**config.mk**
```make
export PLATFORM = sky130hd
export DESIGN_NAME = windowed_tachometer_ema
export DESIGN_NICKNAME = d
export VERILOG_FILES = /design/src/rtl/wtach_pkg.sv /design/src/rtl/wtach_div.sv /design/src/rtl/wtach_dp.sv /design/src/rtl/wtach_ctrl.sv /design/src/rtl/windowed_tachometer_ema.sv
export SDC_FILE = /design/constraint.sdc
export NUM_CORES = 2
export LEC_CHECK = 0
export BUFFER_PORTS_ARGS = -buffer_cell sky130_fd_sc_hd__buf_2
export CORE_MARGIN = 5
export CORE_UTILIZATION = 60
export DETAILED_ROUTE_END_ITERATION = 10
export PLACE_DENSITY = 0.82
export SETUP_SLACK_MARGIN = 0.3
export SYNTH_ARGS = -nofsm -noshare
export SYNTH_HDL_FRONTEND = slang
export SYNTH_SLANG_ARGS = --single-unit
```
**constraint.sdc**
```tcl
create_clock -name clk -period 11.7 [get_ports clk]
set_input_delay 1.17 -clock clk [delete_from_list [all_inputs] [get_ports clk]]
set_output_delay 1.17 -clock clk [all_outputs]
set_load 0.03 [all_outputs]
```
**src/rtl/wtach_pkg.sv**
```systemverilog
package wtach_pkg;

  // Default build parameters
  localparam int COUNT_WIDTH_DEF   = 15;
  localparam int FRACTION_BITS_DEF = 4;

  // Fixed field widths
  localparam int EDGE_W  = 8;
  localparam int CFG_W   = 16;
  localparam int CFG_IDX_W = 2;
  localparam int HZ_W    = 29;
  localparam int RPM_W   = 35;
  localparam int PULSE_W = 15;
  localparam int DEN_W   = 32;  // ticks * pulses_per_rev

  // Scale factors: Hz per pulse-per-ms, and rpm per pulse-per-ms
  localparam int HZ_SCALE    = 1000;
  localparam int HZ_SCALE_W  = 10;
  localparam int RPM_SCALE   = 60000;
  localparam int RPM_SCALE_W = 16;

  localparam logic [HZ_W-1:0]  HZ_MAX  = '1;
  localparam logic [RPM_W-1:0] RPM_MAX = '1;

  // Register indexes
  localparam logic [CFG_IDX_W-1:0] REG_WINDOW_MS  = 2'd0;
  localparam logic [CFG_IDX_W-1:0] REG_PULSES_REV = 2'd1;
  localparam logic [CFG_IDX_W-1:0] REG_TIMEOUT_MS = 2'd2;

  // Register reset values
  localparam logic [CFG_W-1:0] WINDOW_MS_RST  = 16'd500;
  localparam logic [CFG_W-1:0] PULSES_REV_RST = 16'd1;
  localparam logic [CFG_W-1:0] TIMEOUT_MS_RST = 16'd1000;

  typedef enum logic [3:0] {
    ST_IDLE,
    ST_CHECK,
    ST_PREP,
    ST_DIV_HZ_GO,
    ST_DIV_HZ,
    ST_SMOOTH_HZ,
    ST_DIV_RPM_GO,
    ST_DIV_RPM,
    ST_SMOOTH_RPM,
    ST_FINISH
  } state_t;

  // Controller to datapath
  typedef struct packed {
    logic tick;        // request accepted: advance window counters
    logic prep;        // form numerators and rpm divisor
    logic div_start;   // launch the shared divider
    logic div_sel;     // 0: frequency division, 1: rpm division
    logic smooth_hz;
    logic smooth_rpm;
    logic finish;      // timeout check, load result, clear window
  } ctrl_cmd_t;

  // Datapath to controller
  typedef struct packed {
    logic close;       // window has reached its length
    logic div_busy;
    logic out_hold;    // result register still occupied next cycle
  } dp_status_t;

endpackage

```
**src/rtl/wtach_div.sv**
```systemverilog
module wtach_div #(
  parameter int DW = wtach_pkg::COUNT_WIDTH_DEF + wtach_pkg::RPM_SCALE_W
                     + wtach_pkg::FRACTION_BITS_DEF
) (
  input  logic                       clk,
  input  logic                       rst,
  input  logic                       start,
  input  logic [DW-1:0]              dividend,
  input  logic [wtach_pkg::DEN_W-1:0] divisor,
  output logic                       busy,
  output logic [DW-1:0]              quotient
);

  localparam int CNT_W = $clog2(DW + 1);

  logic [DW-1:0]               dq;      // dividend bits out, quotient bits in
  logic [wtach_pkg::DEN_W-1:0] rem;
  logic [wtach_pkg::DEN_W-1:0] den;
  logic [CNT_W-1:0]            cnt;

  logic [wtach_pkg::DEN_W:0]   shifted;
  logic [wtach_pkg::DEN_W:0]   diff;
  logic                        ge;

  // One restoring step: bring down the next dividend bit
  always_comb begin
    shifted = {rem, dq[DW-1]};
    ge      = shifted >= {1'b0, den};
    diff    = shifted - {1'b0, den};
  end

  always_ff @(posedge clk) begin
    if (rst) begin
      busy <= 1'b0;
      cnt  <= '0;
    end else if (start) begin
      busy <= 1'b1;
      cnt  <= CNT_W'(DW);
    end else if (busy) begin
      cnt <= cnt - 1'b1;
      if (cnt == CNT_W'(1)) begin
        busy <= 1'b0;
      end
    end
  end

  always_ff @(posedge clk) begin
    if (start) begin
      dq  <= dividend;
      rem <= '0;
      den <= divisor;
    end else if (busy) begin
      dq  <= {dq[DW-2:0], ge};
      rem <= ge ? diff[wtach_pkg::DEN_W-1:0] : shifted[wtach_pkg::DEN_W-1:0];
    end
  end

  assign quotient = dq;

endmodule

```
**src/rtl/wtach_dp.sv**
```systemverilog
module wtach_dp #(
  parameter int COUNT_WIDTH   = wtach_pkg::COUNT_WIDTH_DEF,
  parameter int FRACTION_BITS = wtach_pkg::FRACTION_BITS_DEF
) (
  input  logic                              clk,
  input  logic                              rst,
  input  logic                              cfg_we,
  input  logic [wtach_pkg::CFG_IDX_W-1:0]   cfg_index,
  input  logic [wtach_pkg::CFG_W-1:0]       cfg_data,
  input  logic [wtach_pkg::EDGE_W-1:0]      edges,
  input  wtach_pkg::ctrl_cmd_t              cmd,
  output wtach_pkg::dp_status_t             status,
  output logic                              out_valid,
  input  logic                              out_ready,
  output logic [wtach_pkg::HZ_W-1:0]        hz_avg_out,
  output logic [wtach_pkg::RPM_W-1:0]       rpm_avg_out,
  output logic [wtach_pkg::PULSE_W-1:0]     window_pulses_out,
  output logic                              stalled
);

  localparam int HZ_W  = wtach_pkg::HZ_W;
  localparam int RPM_W = wtach_pkg::RPM_W;
  localparam int CFG_W = wtach_pkg::CFG_W;
  localparam int DEN_W = wtach_pkg::DEN_W;
  localparam int DW    = COUNT_WIDTH + wtach_pkg::RPM_SCALE_W + FRACTION_BITS;
  localparam int QX    = DW + RPM_W;
  localparam int HP_W  = COUNT_WIDTH + wtach_pkg::HZ_SCALE_W;
  localparam int RP_W  = COUNT_WIDTH + wtach_pkg::RPM_SCALE_W;
  localparam logic [COUNT_WIDTH-1:0] COUNT_MAX = '1;

  // Configuration registers
  logic [CFG_W-1:0] window_ms;
  logic [CFG_W-1:0] pulses_per_rev;
  logic [CFG_W-1:0] timeout_ms;

  // Window and smoothing state
  logic [CFG_W-1:0]       window_ticks;
  logic [COUNT_WIDTH-1:0] window_count;
  logic [CFG_W-1:0]       ms_since_pulse;
  logic                   pulse_ever_seen;
  logic [HZ_W-1:0]        hz_average;
  logic [RPM_W-1:0]       rpm_average;

  // Division operands
  logic [DW-1:0]    num_hz;
  logic [DW-1:0]    num_rpm;
  logic [DEN_W-1:0] den_rpm;

  logic [COUNT_WIDTH:0]   count_sum;
  logic [COUNT_WIDTH-1:0] count_sat;
  logic [CFG_W-1:0]       ticks_eff;
  logic [CFG_W-1:0]       ppr_eff;
  logic [HP_W-1:0]        hz_prod;
  logic [RP_W-1:0]        rpm_prod;
  logic [DEN_W-1:0]       den_prod;
  logic [DW-1:0]          div_dividend;
  logic [DEN_W-1:0]       div_divisor;
  logic                   div_busy;
  logic [DW-1:0]          quotient;
  logic [QX-1:0]          q_ext;
  logic [HZ_W-1:0]        hz_sat;
  logic [RPM_W-1:0]       rpm_sat;
  logic [HZ_W+1:0]        hz_mix;
  logic [RPM_W+1:0]       rpm_mix;
  logic [HZ_W-1:0]        hz_smooth;
  logic [RPM_W-1:0]       rpm_smooth;
  logic                   stall_now;

  // Config write port; unknown indexes are dropped
  always_ff @(posedge clk) begin
    if (rst) begin
      window_ms      <= wtach_pkg::WINDOW_MS_RST;
      pulses_per_rev <= wtach_pkg::PULSES_REV_RST;
      timeout_ms     <= wtach_pkg::TIMEOUT_MS_RST;
    end else if (cfg_we) begin
      case (cfg_index)
        wtach_pkg::REG_WINDOW_MS:  window_ms      <= cfg_data;
        wtach_pkg::REG_PULSES_REV: pulses_per_rev <= cfg_data;
        wtach_pkg::REG_TIMEOUT_MS: timeout_ms     <= cfg_data;
        default: ;
      endcase
    end
  end

  // Saturating window count add
  always_comb begin
    count_sum = {1'b0, window_count} + (COUNT_WIDTH + 1)'(edges);
    count_sat = count_sum[COUNT_WIDTH] ? COUNT_MAX : count_sum[COUNT_WIDTH-1:0];
  end

  // Window counters and pulse timeout tracking
  always_ff @(posedge clk) begin
    if (rst) begin
      window_ticks    <= '0;
      window_count    <= '0;
      ms_since_pulse  <= '0;
      pulse_ever_seen <= 1'b0;
    end else if (cmd.tick) begin
      window_ticks <= window_ticks + 1'b1;
      window_count <= count_sat;
      if (ms_since_pulse != '1) begin
        ms_since_pulse <= ms_since_pulse + 1'b1;
      end
    end else if (cmd.prep) begin
      if (window_count != '0) begin
        ms_since_pulse  <= '0;
        pulse_ever_seen <= 1'b1;
      end
    end else if (cmd.finish) begin
      window_ticks <= '0;
      window_count <= '0;
    end
  end

  // Numerators and rpm divisor, registered ahead of the divider
  always_comb begin
    ticks_eff = (window_ticks == '0) ? CFG_W'(1) : window_ticks;
    ppr_eff   = (pulses_per_rev == '0) ? CFG_W'(1) : pulses_per_rev;
    hz_prod   = HP_W'(window_count) * HP_W'(wtach_pkg::HZ_SCALE);
    rpm_prod  = RP_W'(window_count) * RP_W'(wtach_pkg::RPM_SCALE);
    den_prod  = DEN_W'(ticks_eff) * DEN_W'(ppr_eff);
  end

  always_ff @(posedge clk) begin
    if (cmd.prep) begin
      num_hz  <= DW'(hz_prod) << FRACTION_BITS;
      num_rpm <= DW'(rpm_prod) << FRACTION_BITS;
      den_rpm <= den_prod;
    end
  end

  // Shared serial divider
  assign div_dividend = cmd.div_sel ? num_rpm : num_hz;
  assign div_divisor  = cmd.div_sel ? den_rpm : DEN_W'(ticks_eff);

  wtach_div #(.DW(DW)) u_div (
    .clk      (clk),
    .rst      (rst),
    .start    (cmd.div_start),
    .dividend (div_dividend),
    .divisor  (div_divisor),
    .busy     (div_busy),
    .quotient (quotient)
  );

  // Saturate quotient, then average with weight 1/4
  always_comb begin
    q_ext   = QX'(quotient);
    hz_sat  = (q_ext > QX'(wtach_pkg::HZ_MAX)) ? wtach_pkg::HZ_MAX : q_ext[HZ_W-1:0];
    rpm_sat = (q_ext > QX'(wtach_pkg::RPM_MAX)) ? wtach_pkg::RPM_MAX : q_ext[RPM_W-1:0];
    hz_mix  = {2'b00, hz_average} + {1'b0, hz_average, 1'b0} + {2'b00, hz_sat};
    rpm_mix = {2'b00, rpm_average} + {1'b0, rpm_average, 1'b0} + {2'b00, rpm_sat};
    hz_smooth  = (hz_average == '0) ? hz_sat : hz_mix[HZ_W+1:2];
    rpm_smooth = (rpm_average == '0) ? rpm_sat : rpm_mix[RPM_W+1:2];
    stall_now  = pulse_ever_seen && (ms_since_pulse > timeout_ms);
  end

  always_ff @(posedge clk) begin
    if (rst) begin
      hz_average  <= '0;
      rpm_average <= '0;
    end else if (cmd.smooth_hz) begin
      hz_average <= hz_smooth;
    end else if (cmd.smooth_rpm) begin
      rpm_average <= rpm_smooth;
    end else if (cmd.finish && stall_now) begin
      hz_average  <= '0;
      rpm_average <= '0;
    end
  end

  // Result register
  always_ff @(posedge clk) begin
    if (rst) begin
      out_valid <= 1'b0;
    end else if (cmd.finish) begin
      out_valid <= 1'b1;
    end else if (out_ready) begin
      out_valid <= 1'b0;
    end
  end

  always_ff @(posedge clk) begin
    if (cmd.finish) begin
      hz_avg_out        <= stall_now ? '0 : hz_average;
      rpm_avg_out       <= stall_now ? '0 : rpm_average;
      window_pulses_out <= wtach_pkg::PULSE_W'(window_count);
      stalled           <= stall_now;
    end
  end

  assign status.close    = window_ticks >= window_ms;
  assign status.div_busy = div_busy;
  assign status.out_hold = out_valid && !out_ready;

`ifndef NO_ASSERTIONS
  a_start_idle: assert property (@(posedge clk) disable iff (rst)
    cmd.div_start |-> !div_busy)
    else $error("divider started while busy");

  a_no_overwrite: assert property (@(posedge clk) disable iff (rst)
    cmd.finish |-> !(out_valid && !out_ready))
    else $error("result register overwritten");

  a_stall_zero: assert property (@(posedge clk) disable iff (rst)
    (out_valid && stalled) |-> (hz_avg_out == '0 && rpm_avg_out == '0))
    else $error("stalled result with nonzero averages");

  a_window_clear: assert property (@(posedge clk) disable iff (rst)
    cmd.finish |=> (window_ticks == '0 && window_count == '0))
    else $error("window not cleared after result");
`endif

endmodule

```
**src/rtl/wtach_ctrl.sv**
```systemverilog
module wtach_ctrl (
  input  logic                  clk,
  input  logic                  rst,
  input  logic                  in_valid,
  output logic                  in_ready,
  input  wtach_pkg::dp_status_t status,
  output wtach_pkg::ctrl_cmd_t  cmd
);

  wtach_pkg::state_t state;
  wtach_pkg::state_t state_next;

  always_ff @(posedge clk) begin
    if (rst) begin
      state <= wtach_pkg::ST_IDLE;
    end else begin
      state <= state_next;
    end
  end

  // Next state and datapath commands
  always_comb begin
    state_next = state;
    cmd        = '0;
    in_ready   = 1'b0;
    case (state)
      wtach_pkg::ST_IDLE: begin
        in_ready = 1'b1;
        if (in_valid) begin
          cmd.tick   = 1'b1;
          state_next = wtach_pkg::ST_CHECK;
        end
      end
      wtach_pkg::ST_CHECK: begin
        state_next = status.close ? wtach_pkg::ST_PREP : wtach_pkg::ST_IDLE;
      end
      wtach_pkg::ST_PREP: begin
        cmd.prep   = 1'b1;
        state_next = wtach_pkg::ST_DIV_HZ_GO;
      end
      wtach_pkg::ST_DIV_HZ_GO: begin
        cmd.div_start = 1'b1;
        state_next    = wtach_pkg::ST_DIV_HZ;
      end
      wtach_pkg::ST_DIV_HZ: begin
        if (!status.div_busy) begin
          state_next = wtach_pkg::ST_SMOOTH_HZ;
        end
      end
      wtach_pkg::ST_SMOOTH_HZ: begin
        cmd.smooth_hz = 1'b1;
        state_next    = wtach_pkg::ST_DIV_RPM_GO;
      end
      wtach_pkg::ST_DIV_RPM_GO: begin
        cmd.div_start = 1'b1;
        cmd.div_sel   = 1'b1;
        state_next    = wtach_pkg::ST_DIV_RPM;
      end
      wtach_pkg::ST_DIV_RPM: begin
        if (!status.div_busy) begin
          state_next = wtach_pkg::ST_SMOOTH_RPM;
        end
      end
      wtach_pkg::ST_SMOOTH_RPM: begin
        cmd.smooth_rpm = 1'b1;
        state_next     = wtach_pkg::ST_FINISH;
      end
      wtach_pkg::ST_FINISH: begin
        // wait for the result register to free up
        if (!status.out_hold) begin
          cmd.finish = 1'b1;
          state_next = wtach_pkg::ST_IDLE;
        end
      end
      default: begin
        state_next = wtach_pkg::ST_IDLE;
      end
    endcase
  end

endmodule

```
**src/rtl/windowed_tachometer_ema.sv**
```systemverilog
// Windowed tachometer with exponential smoothing.
// Input channel (in_valid/in_ready, edges): one request per millisecond tick,
// carrying the qualified edges seen in that tick. Ticks accumulate into a
// window; when the window length is reached one result goes out on the
// output channel (out_valid/out_ready): smoothed Hz and rpm (4 fraction
// bits by default), the window's pulse count and a stall flag.
// Config port (cfg_we, cfg_index, cfg_data): window_ms, pulses_per_rev,
// timeout_ms; write only while no tick is in progress.
// Timing: a tick that does not close the window goes from idle through a
// window check back to idle. A closing tick runs two divisions on one serial
// restoring divider, one quotient bit per cycle over DW = COUNT_WIDTH +
// FRACTION_BITS + 16 bits; out_valid rises in the same cycle that in_ready
// returns, so the next tick can be accepted as soon as the result is out.
// The result sits in an output register, so ticks keep flowing while it
// waits; if the receiver still holds the previous result when the next one
// is ready, the block waits before loading it and takes no new tick.
// Reset (rst, synchronous) restores register defaults, clears the window,
// averages and timeout state, and drops out_valid.
module windowed_tachometer_ema #(
  parameter int COUNT_WIDTH   = wtach_pkg::COUNT_WIDTH_DEF,
  parameter int FRACTION_BITS = wtach_pkg::FRACTION_BITS_DEF
) (
  input  logic                            clk,
  input  logic                            rst,
  input  logic                            cfg_we,
  input  logic [wtach_pkg::CFG_IDX_W-1:0] cfg_index,
  input  logic [wtach_pkg::CFG_W-1:0]     cfg_data,
  input  logic                            in_valid,
  output logic                            in_ready,
  input  logic [wtach_pkg::EDGE_W-1:0]    edges,
  output logic                            out_valid,
  input  logic                            out_ready,
  output logic [wtach_pkg::HZ_W-1:0]      hz_avg_out,
  output logic [wtach_pkg::RPM_W-1:0]     rpm_avg_out,
  output logic [wtach_pkg::PULSE_W-1:0]   window_pulses_out,
  output logic                            stalled
);

  wtach_pkg::ctrl_cmd_t  cmd;
  wtach_pkg::dp_status_t status;

  wtach_ctrl u_ctrl (
    .clk      (clk),
    .rst      (rst),
    .in_valid (in_valid),
    .in_ready (in_ready),
    .status   (status),
    .cmd      (cmd)
  );

  wtach_dp #(
    .COUNT_WIDTH   (COUNT_WIDTH),
    .FRACTION_BITS (FRACTION_BITS)
  ) u_dp (
    .clk               (clk),
    .rst               (rst),
    .cfg_we            (cfg_we),
    .cfg_index         (cfg_index),
    .cfg_data          (cfg_data),
    .edges             (edges),
    .cmd               (cmd),
    .status            (status),
    .out_valid         (out_valid),
    .out_ready         (out_ready),
    .hz_avg_out        (hz_avg_out),
    .rpm_avg_out       (rpm_avg_out),
    .window_pulses_out (window_pulses_out),
    .stalled           (stalled)
  );

endmodule

```
Word level (Yosys, flattened, before mapping)
Cells that the tools add are included.
Cells by class
  eq/ne operators: 20
  shift-type cells: 0
  divide/modulo/power cells: 0
  add/subtract/negate cells: 9
  bitwise logic cells: 2
  reduce and logical (&&, ||, !) cells: 29
  multipliers: 3
  multiplexer cells: 49
  magnitude comparators: 4
Operators with widths (number)
  $mux 35: 6
  $mux 16: 10
  $mux 29: 5
  $mux 15: 4
  $pmux 4 s10: 1
  $add 35x36->37: 1
  $add 37x35->37: 1
  $gt 35x29->1 const B: 1
  $logic_not 35->1: 1
  $ge 33x32->1: 1
  $add 16x1->16 const B: 2
  $logic_not 16->1: 2
  $mul 16x16->32: 1
  $mux 32: 1
  $sub 32x32->32: 1
  $add 29x30->31: 1
  $add 31x29->31: 1
  $logic_not 29->1: 1
  $mul 15x11->26 const B: 1
  $mul 15x7->22 const B: 1
  $add 15x8->16: 1
  $eq 4x3->1 const B: 4
  $ge 16x16->1: 1
  $gt 16x16->1: 1
  other kinds (25): 66
Storage, ports and cells
  memory bits (writable): 0
  bits in latches: 0
  output and inout port bits: 82
  logic and storage cells: 141
  memories kept: 0
  ROM bits: 0
  register bits after elaboration: 431
  input port bits: 31

Depth between registers and ports, before layout
  word-level depth: 8
  gate-level depth with buffers: 29
  gate-level depth less buffers: 29

By module
A second synthesis with hierarchy kept.
Unflattened totals
  cells, all modules: 4101
  area, all modules: 38583.3 um^2
Modules (own cells, without submodules)
  wtach_dp: area an instance 31945.6 um^2, times used 1, sequential area each 7997.7 um^2, cells an instance 3413
  wtach_div: area an instance 6249.7 um^2, times used 1, sequential area each 2792.7 um^2, cells an instance 643
  wtach_ctrl: area an instance 387.9 um^2, times used 1, sequential area each 80.1 um^2, cells an instance 45

Least setup slack after synthesis
No wires, ideal clock.
  kind: register -> register
  start point: reg u_ctrl.state[1]
  end point: reg u_dp.ms_since_pulse[7]
  clock period less this slack: 10456 ps
  data arrival time: 10328 ps
  stages on the path, launching flop included: 11
  library setup time: 128 ps
  slack: 1244 ps
  cell sequence: dfxtp_1 > clkbuf_1 > inv_1 > nor4_1 > o21ai_1 > nand2_1 > and4_1 > nand2b_1 > or2_2 > xor2_1 > nor2_1
On the way
  cells in the longest elaborated chain, start to end: 4
  elaborated cells on any way between the ends: 9
  classes of those cells: eq/ne: 2; mux: 3; reduce/logical: 4
Ends and longest elaborated chain
  from (decl): line wtach_ctrl.sv:10  | wtach_pkg::state_t state;
  from (signal assigned): line wtach_ctrl.sv:15  | state <= wtach_pkg::ST_IDLE;
  from (signal assigned): line wtach_ctrl.sv:17  | state <= state_next;
  $logic_not 4->1 / $eq 4x2->1 (equally long branches): line wtach_ctrl.sv:26  | case (state)
  $mux 1: line wtach_ctrl.sv:26
  $ne 2x1->1 (no line) / $reduce_bool 2->1 (equally long branches)
  $reduce_and 3->1 (no line)
  to (signal assigned): line wtach_dp.sv:102  | ms_since_pulse <= ms_since_pulse + 1'b1;
  to (decl): line wtach_dp.sv:39  | logic [CFG_W-1:0] ms_since_pulse;
Several ways; a longest one is shown, not always the timed one.
A chain may end at the register's enable or synchronous reset.

Final worst setup path
  start point: reg u_dp.window_ticks[12]
  end point: reg u_dp.den_rpm[31], data pin
On the way
  cells in the longest elaborated chain, start to end: 3
Ends and longest elaborated chain
  from (decl): line wtach_dp.sv:37  | logic [CFG_W-1:0] window_ticks;
  from (signal assigned): line wtach_dp.sv:99  | window_ticks <= window_ticks + 1'b1;
  $logic_not 16->1: line wtach_dp.sv:117  | ticks_eff = (window_ticks == '0) ? CFG_W'(1) : window_ticks;
  $mux 16 (*): line wtach_dp.sv:117
  $mul 16x16->32 (*): line wtach_dp.sv:121  | den_prod = DEN_W'(ticks_eff) * DEN_W'(ppr_eff);
  named net u_dp.den_prod[31]: line wtach_dp.sv:55  | logic [DEN_W-1:0] den_prod;
  to (signal assigned): line wtach_dp.sv:128  | den_rpm <= den_prod;
  to (decl): line wtach_dp.sv:47  | logic [DEN_W-1:0] den_rpm;
Mark *: on every way through the listed nets, which the timed path passes. The rest lies on a longest branch.

==> run metrics <==
area leader, netlist fa_1; initial antenna violation count 2; CTS Root Cell clkbuf_16; critical path endpoint category flip-flop; WHS Path Cells 2; r2r setup slk approximately 3.6 ns; Yosys top cell area share 0.188; share of cells above drive strength 1 0.0652; Internal 2990 uW; first-pass detailed-route iteration total 6; RSZ-0062 raised after global routing false; post-CTS sizing 0; wire per inst 18.5 um; status completed; Clock Power Share 0.347; Final Net Count around 4700; Hold Path Class reg -> reg; Vias/cell 5.91; Seq/Total Area, Yosys 0.291; CTS H-tree depth 2; Worst slew margin 0.237; input/output buffers between 100 and 150; maximum vdd drop about 110 uV; CP startpoint u_dp.window_ticks[12]; antenna viol nets, final 0; Mapped Nets between 4000 and 5000; LEAKAGE 0.0187 uW; setup TNS 0 ns; Worst-Skew Late Latency 0.63 ns; maxcap violations 0; Horiz. Die Dim 260 um; Tcrit/Tclk final 0.695; worst clock skew slightly above 0.04 ns; Reg-to-Reg End u_dp.den_rpm[31]; CTS sink cnt 430; Ports between 100 and 150; most common cell in the netlist inv_1; die footprint 67400 um^2; register area 10900 um^2; Remaining DRCs 0; Iteration-0 DRC Markers roughly 2200; core box area slightly above 60000 um^2; kind of critical path reg -> reg; Placer Congestion between 0.9 and 1; critical path fanouts, max 22; starting density of the core 0.606; WL final approximately 90000 um; count of final setup violators 0; Clock Path Buffers 3; max frequency ~120 MHz; Multi-input gate area approximately 24000 um^2; crit path time final ~8.1 ns; WHS Endpoint u_dp.timeout_ms[13]; Avg Inst Size Synth around 9.4 um^2; dpl hpwl just under 70000 um; EDFF count, synth approximately 230; Yosys warning count 0; Seq cells post-synth 430; total CTS buffers 47; Hold-fix buffers, CTS 0; GR Overflow Total 0; Switch Pwr about 1400 uW; Antenna Cells 0; Reg clk slew, reported paths around 0.060 ns; Worst Path Required roughly 12 ns; final slew viol count 0; gr usage total 0.265; Comb pwr share 0.261; async set-or-reset flop fraction in the synthesized netlist 0; end-of-flow core utilization 0.651; R2R Path Start u_dp.window_ticks[12]; die span in y ~260 um; CP Launch Type flip-flop; measured slew at the worst slew-check pin 1.14 ns; Hold Fails Final Rpt 0; Post-CTS Setup Inserts 0; CTS tree built; Post-Syn Area roughly 37000 um^2; Layout area overhead 7.50%; Via Count 28700; Fillers between 4000 and 5000; vias in the first global route 28600; hold_sp u_dp.timeout_ms[13]; Cells after Synth 3959; total power divided by cell area 108 nW/um^2; Reg2Reg Depth 23; Distinct cells, synth 84; Synth area leaders fa_1 (19%), edfxtp_1 (18%), ha_1 (12%); main flop type after synthesis edfxtp_1; synth cell count leaders inv_1 (521), nand2_1 (380), ha_1 (353); switch share 0.312; data arrival time of the critical path 8.49 ns; largest net degree at the start of global routing 75; Seq pwr share 0.392; first-pass GRT wire length ~150000 um; FP Rows between 90 and 100
==> worst max path at each step <==
stage / end / cells after the start
3_5_place_dp: u_dp.den_rpm[31] / 25
3_3_place_gp: u_dp.den_rpm[31] / 25
2_1_floorplan: u_dp.ms_since_pulse[7] / 10
4_1_cts: u_dp.den_rpm[31] / 23
6_report: u_dp.den_rpm[31] / 23
5_1_grt: u_dp.den_rpm[31] / 25
==> final cells by class <==
type,count,share of cell area
clock buffer,66,0.0328
clock inverter,20,0.00591
inverter,521,0.0487
multi-input combinational,2848,0.598
sequential,430,0.271
tap,837,0.0261
timing repair buffer,136,0.0185
==> stage by stage <==
stage          hold slack, ns  total power, uW  worst slack [ns]  instance area, um^2  instances
2_1_floorplan           0.426             2610              1.24                37400       3959
3_3_place_gp            0.445             2810              3.80                38600       4772
3_5_place_dp            0.447             2850              3.62                38600       4772
4_1_cts                 0.455             4370              3.59                40200       4858
5_1_grt                 0.471             4590              3.25                40200       4858
6_report                0.453             4350              3.56                40200       4858
==> cell usage in the layout, fill, tap and decap left out, types with 107 or more instances in the layout <==
cell | Yosys | layout
inv_1 | 521 | 519
nand2_1 | 380 | 379
ha_1 | 353 | 353
fa_1 | 352 | 352
nor2_1 | 258 | 255
a21oi_1 | 246 | 246
edfxtp_1 | 226 | 226
dfxtp_1 | 204 | 203
and2_1 | 165 | 164
o21ai_0 | 125 | 125
buf_2 | 8 | 111
xnor2_1 | 107 | 107
==> worst max-delay path, cell delays in order (launching register included) <==
cell      delay [ns]
dfxtp_1         0.60
nor3_1          0.46
nand4_1         0.50
nand2_1         0.61
nand2_1         0.17
fa_1            0.55
fa_1            0.55
inv_1           0.06
fa_1            0.50
fa_1            0.52
fa_1            0.54
inv_1           0.05
fa_1            0.53
inv_1           0.04
ha_1            0.34
nand2_1         0.10
nor2_1          0.07
o211a_4         0.16
o41ai_4         0.36
a211oi_1        0.18
or4_1           0.53
a31o_1          0.24
a21oi_2         0.14
xnor2_1         0.07
==> kinds of logic (layout without fill, tap and decap cells) <==
family	Yosys count	count (layout)	share of synthesized area
adders and majority gates	705	705	0.307
AOI/OAI and AO/OA	790	790	0.137
and+or+nand+nor	1156	1156	0.149
DFF	430	430	0.291
buffers and inverters	681	743	0.0687
xor gates and xnor gates	167	167	0.0391
muxes	30	30	0.00863
==> routing by layer <==
layer / global-route usage / part of all wire
met1: 0.360 / 0.42
met2: 0.424 / 0.46
met3: 0.0549 / 0.083
met4: 0.0998 / 0.040
met5: 0 / 0.00057
==> state kept, by name (all words and copies together), names as in the netlist, 4 cells and up <==
| signal | cells |
|---|---|
| u_dp.den_rpm | 32 |
| u_dp.u_div.rem | 32 |
| u_dp.num_hz | 22 |
| u_dp.ms_since_pulse | 16 |
| u_dp.window_ticks | 16 |
| u_dp.window_ms | 16 |
| u_dp.u_div.quotient | 35 |
| u_dp.hz_avg_out | 29 |
| u_dp.pulses_per_rev | 16 |
| u_dp.u_div.cnt | 6 |
| u_dp.hz_average | 29 |
| u_dp.rpm_average | 35 |
| u_dp.u_div.den | 32 |
| u_dp.num_rpm | 25 |
| u_ctrl.state | 4 |
| u_dp.window_count | 15 |
| u_dp.timeout_ms | 16 |
| u_dp.window_pulses_out | 15 |
| u_dp.rpm_avg_out | 35 |
==> power by group through the flow <==
stage	Sequential (uW)	Combinational, uW	Clock, uW
after CTS	1700	1130	1530
after global placement	1730	1080	0
after global routing	1710	1290	1590
final	1700	1140	1510
after detailed placement	1730	1120	0
after floorplan	1710	893	0
(Power assumes the default switching activity.)
